### config.mk
export PLATFORM = sky130hd
export DESIGN_NAME = i2c_scl_divider_search
export DESIGN_NICKNAME = d
export VERILOG_FILES = /design/src/sv/i2c_scl_pkg.sv /design/src/sv/i2c_scl_div.sv /design/src/sv/i2c_scl_divider_search.sv
export SDC_FILE = /design/constraint.sdc
export NUM_CORES = 1
export LEC_CHECK = 0
export CAP_MARGIN = 10
export CORE_MARGIN = 5
export CORE_UTILIZATION = 56
export CTS_CLUSTER_DIAMETER = 80
export DETAILED_ROUTE_END_ITERATION = 12
export DONT_BUFFER_PORTS = 1
export PLACE_DENSITY = 0.78
export SYNTH_ARGS = -nofsm -noshare
export SYNTH_HDL_FRONTEND = slang
export SYNTH_SLANG_ARGS = --single-unit
export TNS_END_PERCENT = 1
### constraint.sdc
create_clock -name clock -period 13.4 [get_ports clock]
set_clock_uncertainty 0.15 [all_clocks]
set_input_delay 3.35 -clock clock [delete_from_list [all_inputs] [get_ports clock]]
set_output_delay 3.35 -clock clock [all_outputs]
set_load 0.02 [all_outputs]
### src/sv/i2c_scl_pkg.sv
// Shared types and constants for the SCL divider search block.
// Used by i2c_scl_div and i2c_scl_divider_search; depends on nothing else.
package i2c_scl_pkg;

   // Number of divider steps tried, and the width of the step counter.
   localparam int STEP_COUNT = 64;
   localparam int STEP_W     = (STEP_COUNT > 1) ? $clog2(STEP_COUNT) : 1;

   // Field widths.
   localparam int RATE_W   = 30;
   localparam int TARGET_W = 23;
   localparam int TIME_W   = 16;
   localparam int SUM_W    = 18;
   localparam int MHZ_W    = 11;
   localparam int PROD_W   = 28;
   localparam int RND_W    = 18;
   localparam int PRE_W    = 3;
   localparam int OSTEP_W  = 6;
   localparam int WORD_W   = 9;
   localparam int STAT_W   = 2;
   localparam int GEN_W    = 2;

   // Shared divider operand width and iteration counter width.
   localparam int DIV_W = 31;
   localparam int CNT_W = $clog2(DIV_W);

   // Defaults and scaling constants.
   localparam int unsigned DEFAULT_BUS_HZ   = 100000;
   localparam int unsigned DEFAULT_FALL_NS  = 35;
   localparam int unsigned DEFAULT_RISE_NS  = 200;
   localparam int unsigned DEFAULT_DELAY_NS = 50;
   localparam int unsigned PRESCALE_UNIT_HZ = 20000000;
   localparam int unsigned HALF_MHZ         = 500000;
   localparam int unsigned ONE_MHZ          = 1000000;
   localparam int unsigned HALF_KILO        = 500;
   localparam int unsigned ONE_KILO         = 1000;
   localparam int unsigned BASE_DIVIDER     = 20;

   // Result status codes.
   localparam logic [STAT_W-1:0] STATUS_OK       = 2'd0;
   localparam logic [STAT_W-1:0] STATUS_CLK_HIGH = 2'd1;
   localparam logic [STAT_W-1:0] STATUS_NO_STEP  = 2'd2;

   // Request to and response from the shared divider.
   typedef struct packed {
      logic             start;
      logic [DIV_W-1:0] dividend;
      logic [DIV_W-1:0] divisor;
   } div_req_type;

   typedef struct packed {
      logic             done;
      logic [DIV_W-1:0] quotient;
   } div_rsp_type;

endpackage

### src/sv/i2c_scl_div.sv
// Radix-2 restoring divider shared by every division of the search.
// Depends on i2c_scl_pkg for the operand width and the request types.
module i2c_scl_div (
   input  logic                     clock,
   input  logic                     reset,
   input  i2c_scl_pkg::div_req_type div_req,
   output i2c_scl_pkg::div_rsp_type div_rsp
);
   import i2c_scl_pkg::*;

   logic             busy_ff, busy_in;
   logic             done_ff, done_in;
   logic [CNT_W-1:0] cnt_ff, cnt_in;
   logic [DIV_W-1:0] rem_ff, rem_in;
   logic [DIV_W-1:0] quo_ff, quo_in;
   logic [DIV_W-1:0] dvs_ff, dvs_in;
   logic [DIV_W:0]   rem_sh;
   logic [DIV_W:0]   diff;
   logic             ge;

   // One quotient bit per cycle: shift in the next dividend bit and try a subtract.
   always_comb begin
      rem_sh = {rem_ff, quo_ff[DIV_W-1]};
      diff   = rem_sh - {1'b0, dvs_ff};
      ge     = (rem_sh >= {1'b0, dvs_ff});
      busy_in = busy_ff;
      done_in = 1'b0;
      cnt_in  = cnt_ff;
      rem_in  = rem_ff;
      quo_in  = quo_ff;
      dvs_in  = dvs_ff;
      if (div_req.start) begin
         busy_in = 1'b1;
         cnt_in  = '0;
         rem_in  = '0;
         quo_in  = div_req.dividend;
         dvs_in  = div_req.divisor;
      end else if (busy_ff) begin
         rem_in = ge ? diff[DIV_W-1:0] : rem_sh[DIV_W-1:0];
         quo_in = {quo_ff[DIV_W-2:0], ge};
         cnt_in = cnt_ff + 1'b1;
         if (cnt_ff == CNT_W'(DIV_W - 1)) begin
            busy_in = 1'b0;
            done_in = 1'b1;
         end
      end
   end

   always_ff @(posedge clock) begin
      if (reset) begin
         busy_ff <= 1'b0;
         done_ff <= 1'b0;
      end else begin
         busy_ff <= busy_in;
         done_ff <= done_in;
      end
      cnt_ff <= cnt_in;
      rem_ff <= rem_in;
      quo_ff <= quo_in;
      dvs_ff <= dvs_in;
   end

   assign div_rsp.done     = done_ff;
   assign div_rsp.quotient = quo_ff;

   // A new division is only started once the previous one has finished.
   a_no_start_busy: assert property (@(posedge clock) disable iff (reset)
      div_req.start |-> !busy_ff)
      else $error("divider started while busy");

   // The last iteration is always followed by a completion pulse.
   a_done_after_last: assert property (@(posedge clock) disable iff (reset)
      (busy_ff && !div_req.start && cnt_ff == CNT_W'(DIV_W - 1)) |=> done_ff)
      else $error("divider missed its completion");

   // Completion is never signaled without a division in progress before it.
   a_done_from_busy: assert property (@(posedge clock) disable iff (reset)
      done_ff |-> $past(busy_ff))
      else $error("divider done without work");

endmodule

### src/sv/i2c_scl_divider_search.sv
// Top level of the SCL divider search: input checks, sequencer and result register.
// Depends on i2c_scl_pkg and the shared divider i2c_scl_div.
//
// One request item yields exactly one response item. A request whose clock is too
// high for the prescaler width skips the search and goes straight to the output state.
// Otherwise the sequencer runs every division on the one 31-bit radix-2 divider:
// three divisions for the internal clock and the rounded delay term, then one per
// divider step tried, up to 64. The block takes no new request while a search runs;
// a finished response waits in its output register while the next request is
// already accepted.
module i2c_scl_divider_search (
   input  logic         clock,
   input  logic         reset,
   // Configuration: generation code.
   input  logic         csr_valid,
   output logic         csr_ready,
   input  logic [1:0]   csr_data,
   // Request, tdata from bit 0: clock_rate_hz[29:0], target_bus_hz[52:30],
   // fall_time_ns[68:53], rise_time_ns[84:69], internal_delay_ns[100:85], zero pad.
   input  logic         req_tvalid,
   output logic         req_tready,
   input  logic [103:0] req_tdata,
   // Response, tdata from bit 0: prescale[2:0], divider_step[8:3],
   // clock_word[17:9], achieved_scl_hz[47:18].
   output logic         rsp_tvalid,
   input  logic         rsp_tready,
   output logic [47:0]  rsp_tdata,
   // Response tuser: status[1:0].
   output logic [1:0]   rsp_tuser
);
   import i2c_scl_pkg::*;

   // Sequencer state codes.
   localparam logic [3:0] S_IDLE   = 4'd0;
   localparam logic [3:0] S_ICK    = 4'd1;
   localparam logic [3:0] S_ICK_W  = 4'd2;
   localparam logic [3:0] S_MHZ    = 4'd3;
   localparam logic [3:0] S_MHZ_W  = 4'd4;
   localparam logic [3:0] S_MUL    = 4'd5;
   localparam logic [3:0] S_RND    = 4'd6;
   localparam logic [3:0] S_RND_W  = 4'd7;
   localparam logic [3:0] S_STEP   = 4'd8;
   localparam logic [3:0] S_STEP_W = 4'd9;
   localparam logic [3:0] S_OUT    = 4'd10;

   localparam logic [RATE_W-1:0] LIMIT_NARROW = RATE_W'(4 * PRESCALE_UNIT_HZ);
   localparam logic [RATE_W-1:0] LIMIT_WIDE   = RATE_W'(8 * PRESCALE_UNIT_HZ);

   logic [3:0]          state_ff, state_in;
   logic [GEN_W-1:0]    gen_ff, gen_in;
   logic                wide_ff, wide_in;
   logic [RATE_W-1:0]   rate_ff, rate_in;
   logic [TARGET_W-1:0] target_ff, target_in;
   logic [SUM_W-1:0]    sum_ff, sum_in;
   logic [PRE_W-1:0]    pre_ff, pre_in;
   logic [RATE_W-1:0]   ick_ff, ick_in;
   logic [MHZ_W-1:0]    mhz_ff, mhz_in;
   logic [PROD_W-1:0]   prod_ff, prod_in;
   logic [RND_W-1:0]    rnd_ff, rnd_in;
   logic [STEP_W-1:0]   step_ff, step_in;
   logic [RATE_W-1:0]   scl_ff, scl_in;
   logic [STAT_W-1:0]   status_ff, status_in;
   logic                rsp_valid_ff, rsp_valid_in;
   logic [47:0]         rsp_data_ff, rsp_data_in;
   logic [STAT_W-1:0]   rsp_user_ff, rsp_user_in;

   logic [RATE_W-1:0]   req_rate;
   logic [TARGET_W-1:0] req_target;
   logic [TIME_W-1:0]   req_fall, req_rise, req_dly;
   logic [PRE_W-1:0]    req_pre;
   logic                req_high;
   logic                req_take;
   logic                rsp_free;
   logic [WORD_W-1:0]   step9;
   logic [WORD_W-1:0]   word;
   div_req_type         div_req;
   div_rsp_type         div_rsp;

   i2c_scl_div u_div (
      .clock   (clock),
      .reset   (reset),
      .div_req (div_req),
      .div_rsp (div_rsp)
   );

   // Unpack the request and apply defaults for zero fields.
   always_comb begin
      req_rate   = req_tdata[29:0];
      req_target = req_tdata[52:30];
      req_fall   = req_tdata[68:53];
      req_rise   = req_tdata[84:69];
      req_dly    = req_tdata[100:85];
      if (req_target == '0) req_target = TARGET_W'(DEFAULT_BUS_HZ);
      if (req_fall == '0)   req_fall   = TIME_W'(DEFAULT_FALL_NS);
      if (req_rise == '0)   req_rise   = TIME_W'(DEFAULT_RISE_NS);
      if (req_dly == '0)    req_dly    = TIME_W'(DEFAULT_DELAY_NS);
   end

   // Prescaler: count the 20 MHz thresholds at or below the rate.
   always_comb begin
      req_pre = '0;
      for (int k = 1; k < 8; k++) begin
         req_pre = req_pre + PRE_W'(req_rate >= RATE_W'(k * PRESCALE_UNIT_HZ));
      end
      req_high = (gen_ff == '0) ? (req_rate >= LIMIT_NARROW) : (req_rate >= LIMIT_WIDE);
   end

   assign req_tready = (state_ff == S_IDLE);
   assign req_take   = req_tvalid && req_tready;
   assign rsp_free   = !rsp_valid_ff || rsp_tready;
   assign csr_ready  = 1'b1;

   // Divider operands follow the sequencer state.
   always_comb begin
      div_req.start    = 1'b0;
      div_req.dividend = DIV_W'(rate_ff);
      div_req.divisor  = DIV_W'(pre_ff) + DIV_W'(1);
      unique case (state_ff)
         S_ICK: begin
            div_req.start = 1'b1;
         end
         S_MHZ: begin
            div_req.start    = 1'b1;
            div_req.dividend = DIV_W'(ick_ff) + DIV_W'(HALF_MHZ);
            div_req.divisor  = DIV_W'(ONE_MHZ);
         end
         S_RND: begin
            div_req.start    = 1'b1;
            div_req.dividend = DIV_W'(prod_ff) + DIV_W'(HALF_KILO);
            div_req.divisor  = DIV_W'(ONE_KILO);
         end
         S_STEP: begin
            div_req.start    = 1'b1;
            div_req.dividend = DIV_W'(ick_ff);
            div_req.divisor  = DIV_W'(rnd_ff) + DIV_W'(BASE_DIVIDER)
                               + (DIV_W'(step_ff) << 3);
         end
         default: begin
         end
      endcase
   end

   // Clock word from the chosen step and the prescaler.
   always_comb begin
      step9 = WORD_W'(step_ff);
      word  = (wide_ff ? (step9 << 3) : (step9 << 2)) | WORD_W'(pre_ff);
   end

   // Sequencer.
   always_comb begin
      state_in     = state_ff;
      gen_in       = gen_ff;
      wide_in      = wide_ff;
      rate_in      = rate_ff;
      target_in    = target_ff;
      sum_in       = sum_ff;
      pre_in       = pre_ff;
      ick_in       = ick_ff;
      mhz_in       = mhz_ff;
      prod_in      = prod_ff;
      rnd_in       = rnd_ff;
      step_in      = step_ff;
      scl_in       = scl_ff;
      status_in    = status_ff;
      rsp_valid_in = rsp_valid_ff && !rsp_tready;
      rsp_data_in  = rsp_data_ff;
      rsp_user_in  = rsp_user_ff;

      if (csr_valid && csr_ready) gen_in = csr_data;

      unique case (state_ff)
         S_IDLE: begin
            if (req_take) begin
               rate_in   = req_rate;
               target_in = req_target;
               sum_in    = SUM_W'(req_fall) + SUM_W'(req_rise) + SUM_W'(req_dly);
               pre_in    = req_pre;
               wide_in   = (gen_ff != '0);
               step_in   = '0;
               scl_in    = '0;
               if (req_high) begin
                  status_in = STATUS_CLK_HIGH;
                  state_in  = S_OUT;
               end else begin
                  status_in = STATUS_OK;
                  state_in  = S_ICK;
               end
            end
         end
         S_ICK:   state_in = S_ICK_W;
         S_ICK_W: begin
            if (div_rsp.done) begin
               ick_in   = div_rsp.quotient[RATE_W-1:0];
               state_in = S_MHZ;
            end
         end
         S_MHZ:   state_in = S_MHZ_W;
         S_MHZ_W: begin
            if (div_rsp.done) begin
               mhz_in   = div_rsp.quotient[MHZ_W-1:0];
               state_in = S_MUL;
            end
         end
         S_MUL: begin
            prod_in  = PROD_W'(mhz_ff * sum_ff);
            state_in = S_RND;
         end
         S_RND:   state_in = S_RND_W;
         S_RND_W: begin
            if (div_rsp.done) begin
               rnd_in   = div_rsp.quotient[RND_W-1:0];
               state_in = S_STEP;
            end
         end
         S_STEP:  state_in = S_STEP_W;
         S_STEP_W: begin
            // Take the first step whose SCL frequency does not exceed the target.
            if (div_rsp.done) begin
               if (div_rsp.quotient <= DIV_W'(target_ff)) begin
                  scl_in   = div_rsp.quotient[RATE_W-1:0];
                  state_in = S_OUT;
               end else if (step_ff == STEP_W'(STEP_COUNT - 1)) begin
                  status_in = STATUS_NO_STEP;
                  state_in  = S_OUT;
               end else begin
                  step_in  = step_ff + 1'b1;
                  state_in = S_STEP;
               end
            end
         end
         S_OUT: begin
            // Load the response register once it is free.
            if (rsp_free) begin
               rsp_valid_in = 1'b1;
               rsp_user_in  = status_ff;
               rsp_data_in  = '0;
               if (status_ff != STATUS_CLK_HIGH) rsp_data_in[2:0] = pre_ff;
               if (status_ff == STATUS_OK) begin
                  rsp_data_in[8:3]   = OSTEP_W'(step_ff);
                  rsp_data_in[17:9]  = word;
                  rsp_data_in[47:18] = scl_ff;
               end
               state_in = S_IDLE;
            end
         end
         default: state_in = S_IDLE;
      endcase
   end

   always_ff @(posedge clock) begin
      if (reset) begin
         state_ff     <= S_IDLE;
         gen_ff       <= '0;
         rsp_valid_ff <= 1'b0;
      end else begin
         state_ff     <= state_in;
         gen_ff       <= gen_in;
         rsp_valid_ff <= rsp_valid_in;
      end
      wide_ff     <= wide_in;
      rate_ff     <= rate_in;
      target_ff   <= target_in;
      sum_ff      <= sum_in;
      pre_ff      <= pre_in;
      ick_ff      <= ick_in;
      mhz_ff      <= mhz_in;
      prod_ff     <= prod_in;
      rnd_ff      <= rnd_in;
      step_ff     <= step_in;
      scl_ff      <= scl_in;
      status_ff   <= status_in;
      rsp_data_ff <= rsp_data_in;
      rsp_user_ff <= rsp_user_in;
   end

   assign rsp_tvalid = rsp_valid_ff;
   assign rsp_tdata  = rsp_data_ff;
   assign rsp_tuser  = rsp_user_ff;

   // The divider only reports completion while the sequencer waits for it.
   a_done_in_wait: assert property (@(posedge clock) disable iff (reset)
      div_rsp.done |-> (state_ff == S_ICK_W || state_ff == S_MHZ_W ||
                        state_ff == S_RND_W || state_ff == S_STEP_W))
      else $error("divider result arrived outside a wait state");

   // A taken request closes the input until its response is built.
   a_busy_after_take: assert property (@(posedge clock) disable iff (reset)
      req_take |=> !req_tready)
      else $error("request accepted while a search runs");

   // Failed searches report no step, word or frequency.
   a_fail_zero: assert property (@(posedge clock) disable iff (reset)
      (rsp_valid_ff && rsp_user_ff != STATUS_OK) |-> (rsp_data_ff[47:3] == '0))
      else $error("failed response carries a step");

   // A response only ever carries one of the three defined status codes.
   a_status_code: assert property (@(posedge clock) disable iff (reset)
      rsp_valid_ff |-> (rsp_user_ff == STATUS_OK || rsp_user_ff == STATUS_CLK_HIGH ||
                        rsp_user_ff == STATUS_NO_STEP))
      else $error("undefined response status");

endmodule

==> results of run 1 <==
[final cells by class]
class / count / area, um^2
Multi-Input combinational cell: 1613 / 12700
Timing Repair Buffer: 18 / 135
Inverter: 321 / 1200
Clock buffer: 45 / 1020
Clock inverter: 23 / 229
Sequential cell: 346 / 9940
Fill cell: 3466 / 17000
Tap cell: 585 / 732
[Yosys cell counts (all sizes together) (45+ instances only)]
cell	instances	area share
inv	321	0.050
edfxtp	301	0.37
nand2	212	0.033
and2	168	0.043
fa	165	0.14
nor2	150	0.023
ha	141	0.073
a21oi	118	0.024
o21ai	116	0.024
clkbuf	108	0.017
xnor2	65	0.023
xor2	46	0.017
dfxtp	45	0.037
[stage by stage]
stage	hold slack [ns]	worst slack, ns	util	instance area [um^2]	cells
6_report	0.337	6.31	0.605	26000	2951
5_1_grt	0.354	6.00	0.605	26000	2951
4_1_cts	0.337	6.40	0.605	26000	2951
3_5_place_dp	0.323	5.89	0.576	24700	2883
3_3_place_gp	0.308	6.06	0.576	24700	2883
2_1_floorplan	0.294	5.92	-	24300	2397
[tightest hold or removal path, cell delays in order, from the launching register on]
cell     delay (ns)
dfxtp_1        0.32
nand2_1        0.05
o21ai_0        0.06
[cells by family after synthesis]
| family | after synthesis | share of synthesized area |
|---|---|---|
| AOI/OAI and AO/OA | 416 | 0.110 |
| adders and majority gates | 306 | 0.208 |
| buffers and inverters | 438 | 0.0690 |
| other | 1 | 0.000154 |
| DFF | 346 | 0.409 |
| xor gates and xnor gates | 111 | 0.0400 |
| muxes | 9 | 0.00370 |
| and+or+nand+nor | 770 | 0.160 |
[worst paths after layout]
kind,endpoint,slack [ns]
min reg2reg,u_div.rem_ff[4],0.34
min,u_div.rem_ff[4],0.34
max,sum_ff[17],6.31
max reg2reg,prod_ff[26],6.70
[state kept, by name, summed over array words and instances (netlist names), 20 cells and up]
name	flops
rsp_tdata	48
u_div.quo_ff	31
u_div.rem_ff	31
ick_ff	30
rate_ff	30
scl_ff	30
prod_ff	28
target_ff	23
u_div.dvs_ff	20
[cells in the final DEF (no fill, tap or decap), types with 22 or more instances in the layout]
master,n
xor2_1,46
nand3_1,36
o21ai_0,113
inv_1,320
nand4_1,26
nor3_1,31
nand2_1,211
xnor2_1,65
clkbuf_16,39
a31oi_1,22
nor4_1,32
a21oi_1,117
and2_1,167
a21o_1,26
ha_1,141
nor2_1,148
edfxtp_1,301
fa_1,165
dfxtp_1,45
[metal layers]
layer	GRT usage	share of wire	wire length [um]	vias to the layer above
li1	-	-	-	8043
met2	0.411	0.49	27700	708
met5	0	0	0	-
met1	0.327	0.40	23100	8540
met4	0.0758	0.031	1740	0
met3	0.0373	0.080	4550	137
==> summary.txt, run 1 <==
Route
  – Iteration-0 DRC Markers: around 1600
  – First-pass detailed-route iteration total: 6
  – Post-Route WL: between 50 and 60 mm
  – Drt wl/cell: just under 20 um
  – Final antenna-violating net count: 0
  – Detailed-route vias per instance: 5.91
  – # DRC: 0
  – Via count: about 17000

Clocking
  – Sink Count: 346
  – Post-CTS sizing: 0
  – Clock root buffer: clkbuf_16
  – Htree depth: 2
  – CTS tree: yes
  – Hold-fix buffers, CTS: 0
  – Clock-pin transition on the worst setup and hold timing paths: 0.06 ns
  – Deepest clock path buffer count: 3
  – Worst-skew pair later-pin latency: 0.54 ns
  – Total CTS buffers: 38
  – Post-CTS Setup Inserts: 0

Setup path
  – Sum of buffers and inverters on the critical path: 1
  – Crit. End Element: flop
  – Worst-path cell chain: nor4_1, and4_1, or2_2, fa_1, ha_1, inv_1, fa_1, nor2b_1, o21ai_0, a21boi_0, o21ai_0, a21oi_1, a41o_1, or4_1, a311oi_1, nor2_1
  – Data arrival, critical path: 7.23 ns
  – Critical path required time: between 10 and 15 ns
  – R2R cell count: 19
  – Slowest stage delay, CP: around 0.45 ns
  – Slowest CP cell: or4_1
  – Critical path type: in2reg
  – Top Family by Delay on Critical Path: compound AO/OA/AOI/OAI gates
  – CP max FO: 3
  – Crit path depth: 16
  – FF-to-FF Start: mhz_ff[7]
  – Element type at the critical path start: input port
  – Setup crit start: req_tdata[96]

Yosys
  – Asr flop ratio synth: 0
  – Synthesized flop and latch total: 346
  – Syn nets: 2814
  – EDFF count, synth: 301
  – Most used DFF post-synth: edfxtp_1
  – Register area share after synthesis: 0.409
  – Gate Count Post-Synth: around 2400
  – Syn. warnings: 0
  – Mapped Area: 24300 um^2
  – Synth unique cells: ~80
  – Avg Synthesized Cell Area: 10.1 um^2

Global route
  – GR Overflow Total: 0
  – Number of global-route vias before repair: 17600
  – Gr usage total: 0.243
  – Largest net degree at the start of global routing: 78
  – First-pass GRT wire length: 92.5 mm
  – Initial antenna violation count: 1

Place
  – Routability cong.: 0.922
  – Post-DP HPWL: roughly 43 mm
  – Port-buffer cells: 0

Flow run
  – Max Cap Viol: 0

Timing
  – Total negative slack: 0 ns
  – RSZ-0062 raised after global routing: false
  – Hold Vio Cnt, Final: 0
  – Peak Freq: 0.141 GHz
  – Least-Margin Pin Slew: 1.20 ns
  – Final period util: 0.529
  – Slew margin rel.: 0.197
  – Endpoints failing setup: 0
  – Max Slew Vio Count: 0
  – Final Critical Period: 7.09 ns

Min path
  – Hold crit path type: reg2reg
  – Hold path depth: 2
  – Hold_sp: u_div.rem_ff[4]

Floorplan
  – Die Ht: 218 um
  – Starting Density: 0.566
  – Io pins: about 160
  – Die Width: around 220 um
  – Die area: 47700 um^2
  – Core area: 43000 um^2
  – Cell row count: 76

Status
  – Status: complete, no violations

Cells and area
  – Antenna fix cells: 0
  – Area Growth Syn to Fin: 6.87%
  – Layout cells sized above 1: 0.0503
  – Final #Nets: about 2800
Power of run 1 is left out: the tool's default activity adds up to more than one toggle a clock period on the data nets, which glitch-free logic cannot reach.
==> run 2, diff against run 1 <==
- clock period: 13.4 -> 6.9 ns (I/O delays scaled with it)
==> summary.txt, run 2 (synthesized netlist as in run 1, its figures left out) <==
Timing
  – Hold WS: 0.331 ns (was 0.337 ns)
  – RSZ-0062 raised after global routing: false (unchanged)
  – Max Slew Vio Count: 0 (unchanged)
  – Least-Margin Pin Slew: 1.10 ns (was 1.20 ns)
  – Final Worst Setup Slack: 0.370 ns (was 6.31 ns)
  – Final Critical Period: ~6.5 ns
  – Hold Vio Cnt, Final: 0 (unchanged)
  – Final period util: 0.946
  – Slew margin rel.: 0.270 (was 0.197)
  – Endpoints failing setup: 0 (unchanged)
  – Peak Freq: 0.153 GHz
  – Total negative slack: 0 ns (unchanged)

Setup path
  – Slowest CP cell: edfxtp_1 (was or4_1)
  – Data arrival, critical path: 6.68 ns (was 7.23 ns)
  – Critical path required time: 7.05 ns (was 13.54 ns)
  – Sum of buffers and inverters on the critical path: 5 (was 1)
  – Element type at the critical path start: flop (was input port)
  – Critical path type: reg2reg (was in2reg)
  – CP max FO: 11 (was 3)
  – Worst-path cell chain: nand2_1, fa_1, inv_1, ha_1, inv_1, fa_1, inv_1, fa_1, inv_1, fa_1, inv_1, ha_1, a211oi_1, o211ai_1, a41oi_2, o221ai_1, a221o_1, a2111oi_0, o21bai_1, a21oi_1, xnor2_1 (was nor4_1, and4_1, or2_2, fa_1, ha_1, inv_1, fa_1, nor2b_1, o21ai_0, a21boi_0, o21ai_0, a21oi_1, a41o_1, or4_1, a311oi_1, nor2_1)
  – Top Family by Delay on Critical Path: adder cells (was compound AO/OA/AOI/OAI gates)
  – Slowest stage delay, CP: 0.62 ns (was 0.45 ns)
  – CP dominant cell by count: inv_1
  – Crit. End Element: flop (unchanged)

Cells and area
  – Area of the multi-input gates: 12700 um^2 (unchanged)
  – Antenna fix cells: 0 (unchanged)
  – Fillers: 3492 (was 3466)
  – Area Growth Syn to Fin: 7.35% (was 6.87%)
  – Max FFs per register: 48 (unchanged)
  – Final #Nets: 2773 (was 2755)
  – Most frequent cells in the layout: inv_1, edfxtp_1, nand2_1, and2_1, fa_1 (unchanged)
  – Layout cells sized above 1: 0.0554 (was 0.0503)
  – Commonest non-fill, non-tap cell in the layout: inv_1 (unchanged)
  – Final Cell Area: 26100 um^2 (was 26000 um^2)
  – Reg area: 9940 um^2 (unchanged)

Global route
  – Number of global-route vias before repair: 17700 (was 17600)
  – First-pass GRT wire length: 92.7 mm (was 92.5 mm)
  – Initial antenna violation count: 4 (was 1)
  – GR Overflow Total: 0 (unchanged)
  – Gr usage total: 0.245 (was 0.243)
  – Largest net degree at the start of global routing: 78 (unchanged)

Route
  – # DRC: 0 (unchanged)
  – Via count: 17700 (was 17400)
  – Iteration-0 DRC Markers: 1962 (was 1624)
  – Drt wl/cell: 19.6 um (was 19.3 um)
  – First-pass detailed-route iteration total: 6 (unchanged)
  – Final antenna-violating net count: 0 (unchanged)
  – Detailed-route vias per instance: 5.96 (was 5.91)
  – Post-Route WL: 58.1 mm (was 57.1 mm)

Place
  – Pre-CTS setup slack: 0.170 ns (was 5.89 ns)
  – Placed cell areas: 24700 um^2 (unchanged)
  – Routability cong.: 0.885 (was 0.922)
  – Port-buffer cells: 0 (unchanged)
  – Post-DP HPWL: 43.1 mm (was 42.9 mm)

Floorplan
  – Die area: 47700 um^2 (unchanged)
  – Core area: 43000 um^2 (unchanged)
  – Die Ht: 218 um (unchanged)
  – Die Width: 218 um (unchanged)
  – Io pins: 164 (unchanged)
  – Cell row count: 76 (unchanged)
  – Starting Density: 0.566 (unchanged)

Clocking
  – Htree depth: 2 (unchanged)
  – Deepest clock path buffer count: 3 (unchanged)
  – Clock-pin transition on the worst setup and hold timing paths: 0.06 ns (about the same)
  – Worst-skew pair later-pin latency: 0.56 ns (was 0.54 ns)
  – Sink Count: 346 (unchanged)
  – CTS tree: yes (unchanged)
  – Clock root buffer: clkbuf_16 (unchanged)
  – Total CTS buffers: 40 (was 38)
  – Post-CTS sizing: 0 (unchanged)

Min path
  – Hold crit path type: reg2reg (unchanged)

Status
  – Status: complete, no violations (unchanged)

Flow run
  – Max Cap Viol: 0 (unchanged)
run 2: layout make-up:
type | instances | area share
Clock buffer | 46 | 0.0392
Timing Repair Buffer | 34 | 0.00968
Multi-Input combinational cell | 1613 | 0.488
Clock inverter | 24 | 0.00853
Tap cell | 585 | 0.0280
Inverter | 321 | 0.0461
Sequential cell | 346 | 0.381
run 2: final timing paths:
kind                         start               end  slack, ns  depth (start not counted)
setup / recovery         sum_ff[2]       prod_ff[26]       0.37                         21
setup reg to reg         sum_ff[2]       prod_ff[26]       0.37                         21
hold / removal    u_div.rem_ff[30]  u_div.rem_ff[30]       0.33                          2
hold reg to reg   u_div.rem_ff[30]  u_div.rem_ff[30]       0.33                          2
run 2: metrics by stage:
| stage | util | instances |
|---|---|---|
| after global placement | 0.576 | 2883 |
| after floorplan | - | 2397 |
| after global routing | 0.607 | 2969 |
| after CTS | 0.605 | 2953 |
| after detailed placement | 0.576 | 2883 |
| final | 0.607 | 2969 |
run 2: worst register-to-register path, stage by stage (launching register included):
cell and delay [ns]:
edfxtp_1 0.62, nand2_1 0.17, fa_1 0.57, inv_1 0.05, ha_1 0.27, inv_1 0.06, fa_1 0.52, inv_1 0.06
fa_1 0.54, inv_1 0.07, fa_1 0.54, inv_1 0.04, ha_1 0.35, a211oi_1 0.24, o211ai_1 0.17, a41oi_2 0.32
o221ai_1 0.27, a221o_1 0.38, a2111oi_0 0.51, o21bai_1 0.11, a21oi_1 0.19, xnor2_1 0.08
run 2: repair_timing:
| action | 4_1_cts | 5_1_grt |
|---|---|---|
| setup endpoints to repair | 0 | 1 |
| setup buffers | 0 | 15 |
| hold buffers | 0 | 0 |
run 2: routing by layer:
layer	vias to the layer above	routed length (um)	track usage
li1	8077	-	-
met1	8654	22900	0.312
met2	784	28000	0.413
met3	166	5050	0.0501
met4	0	2220	0.0971
met5	-	0	0
Power of run 2 is left out for the same reason.
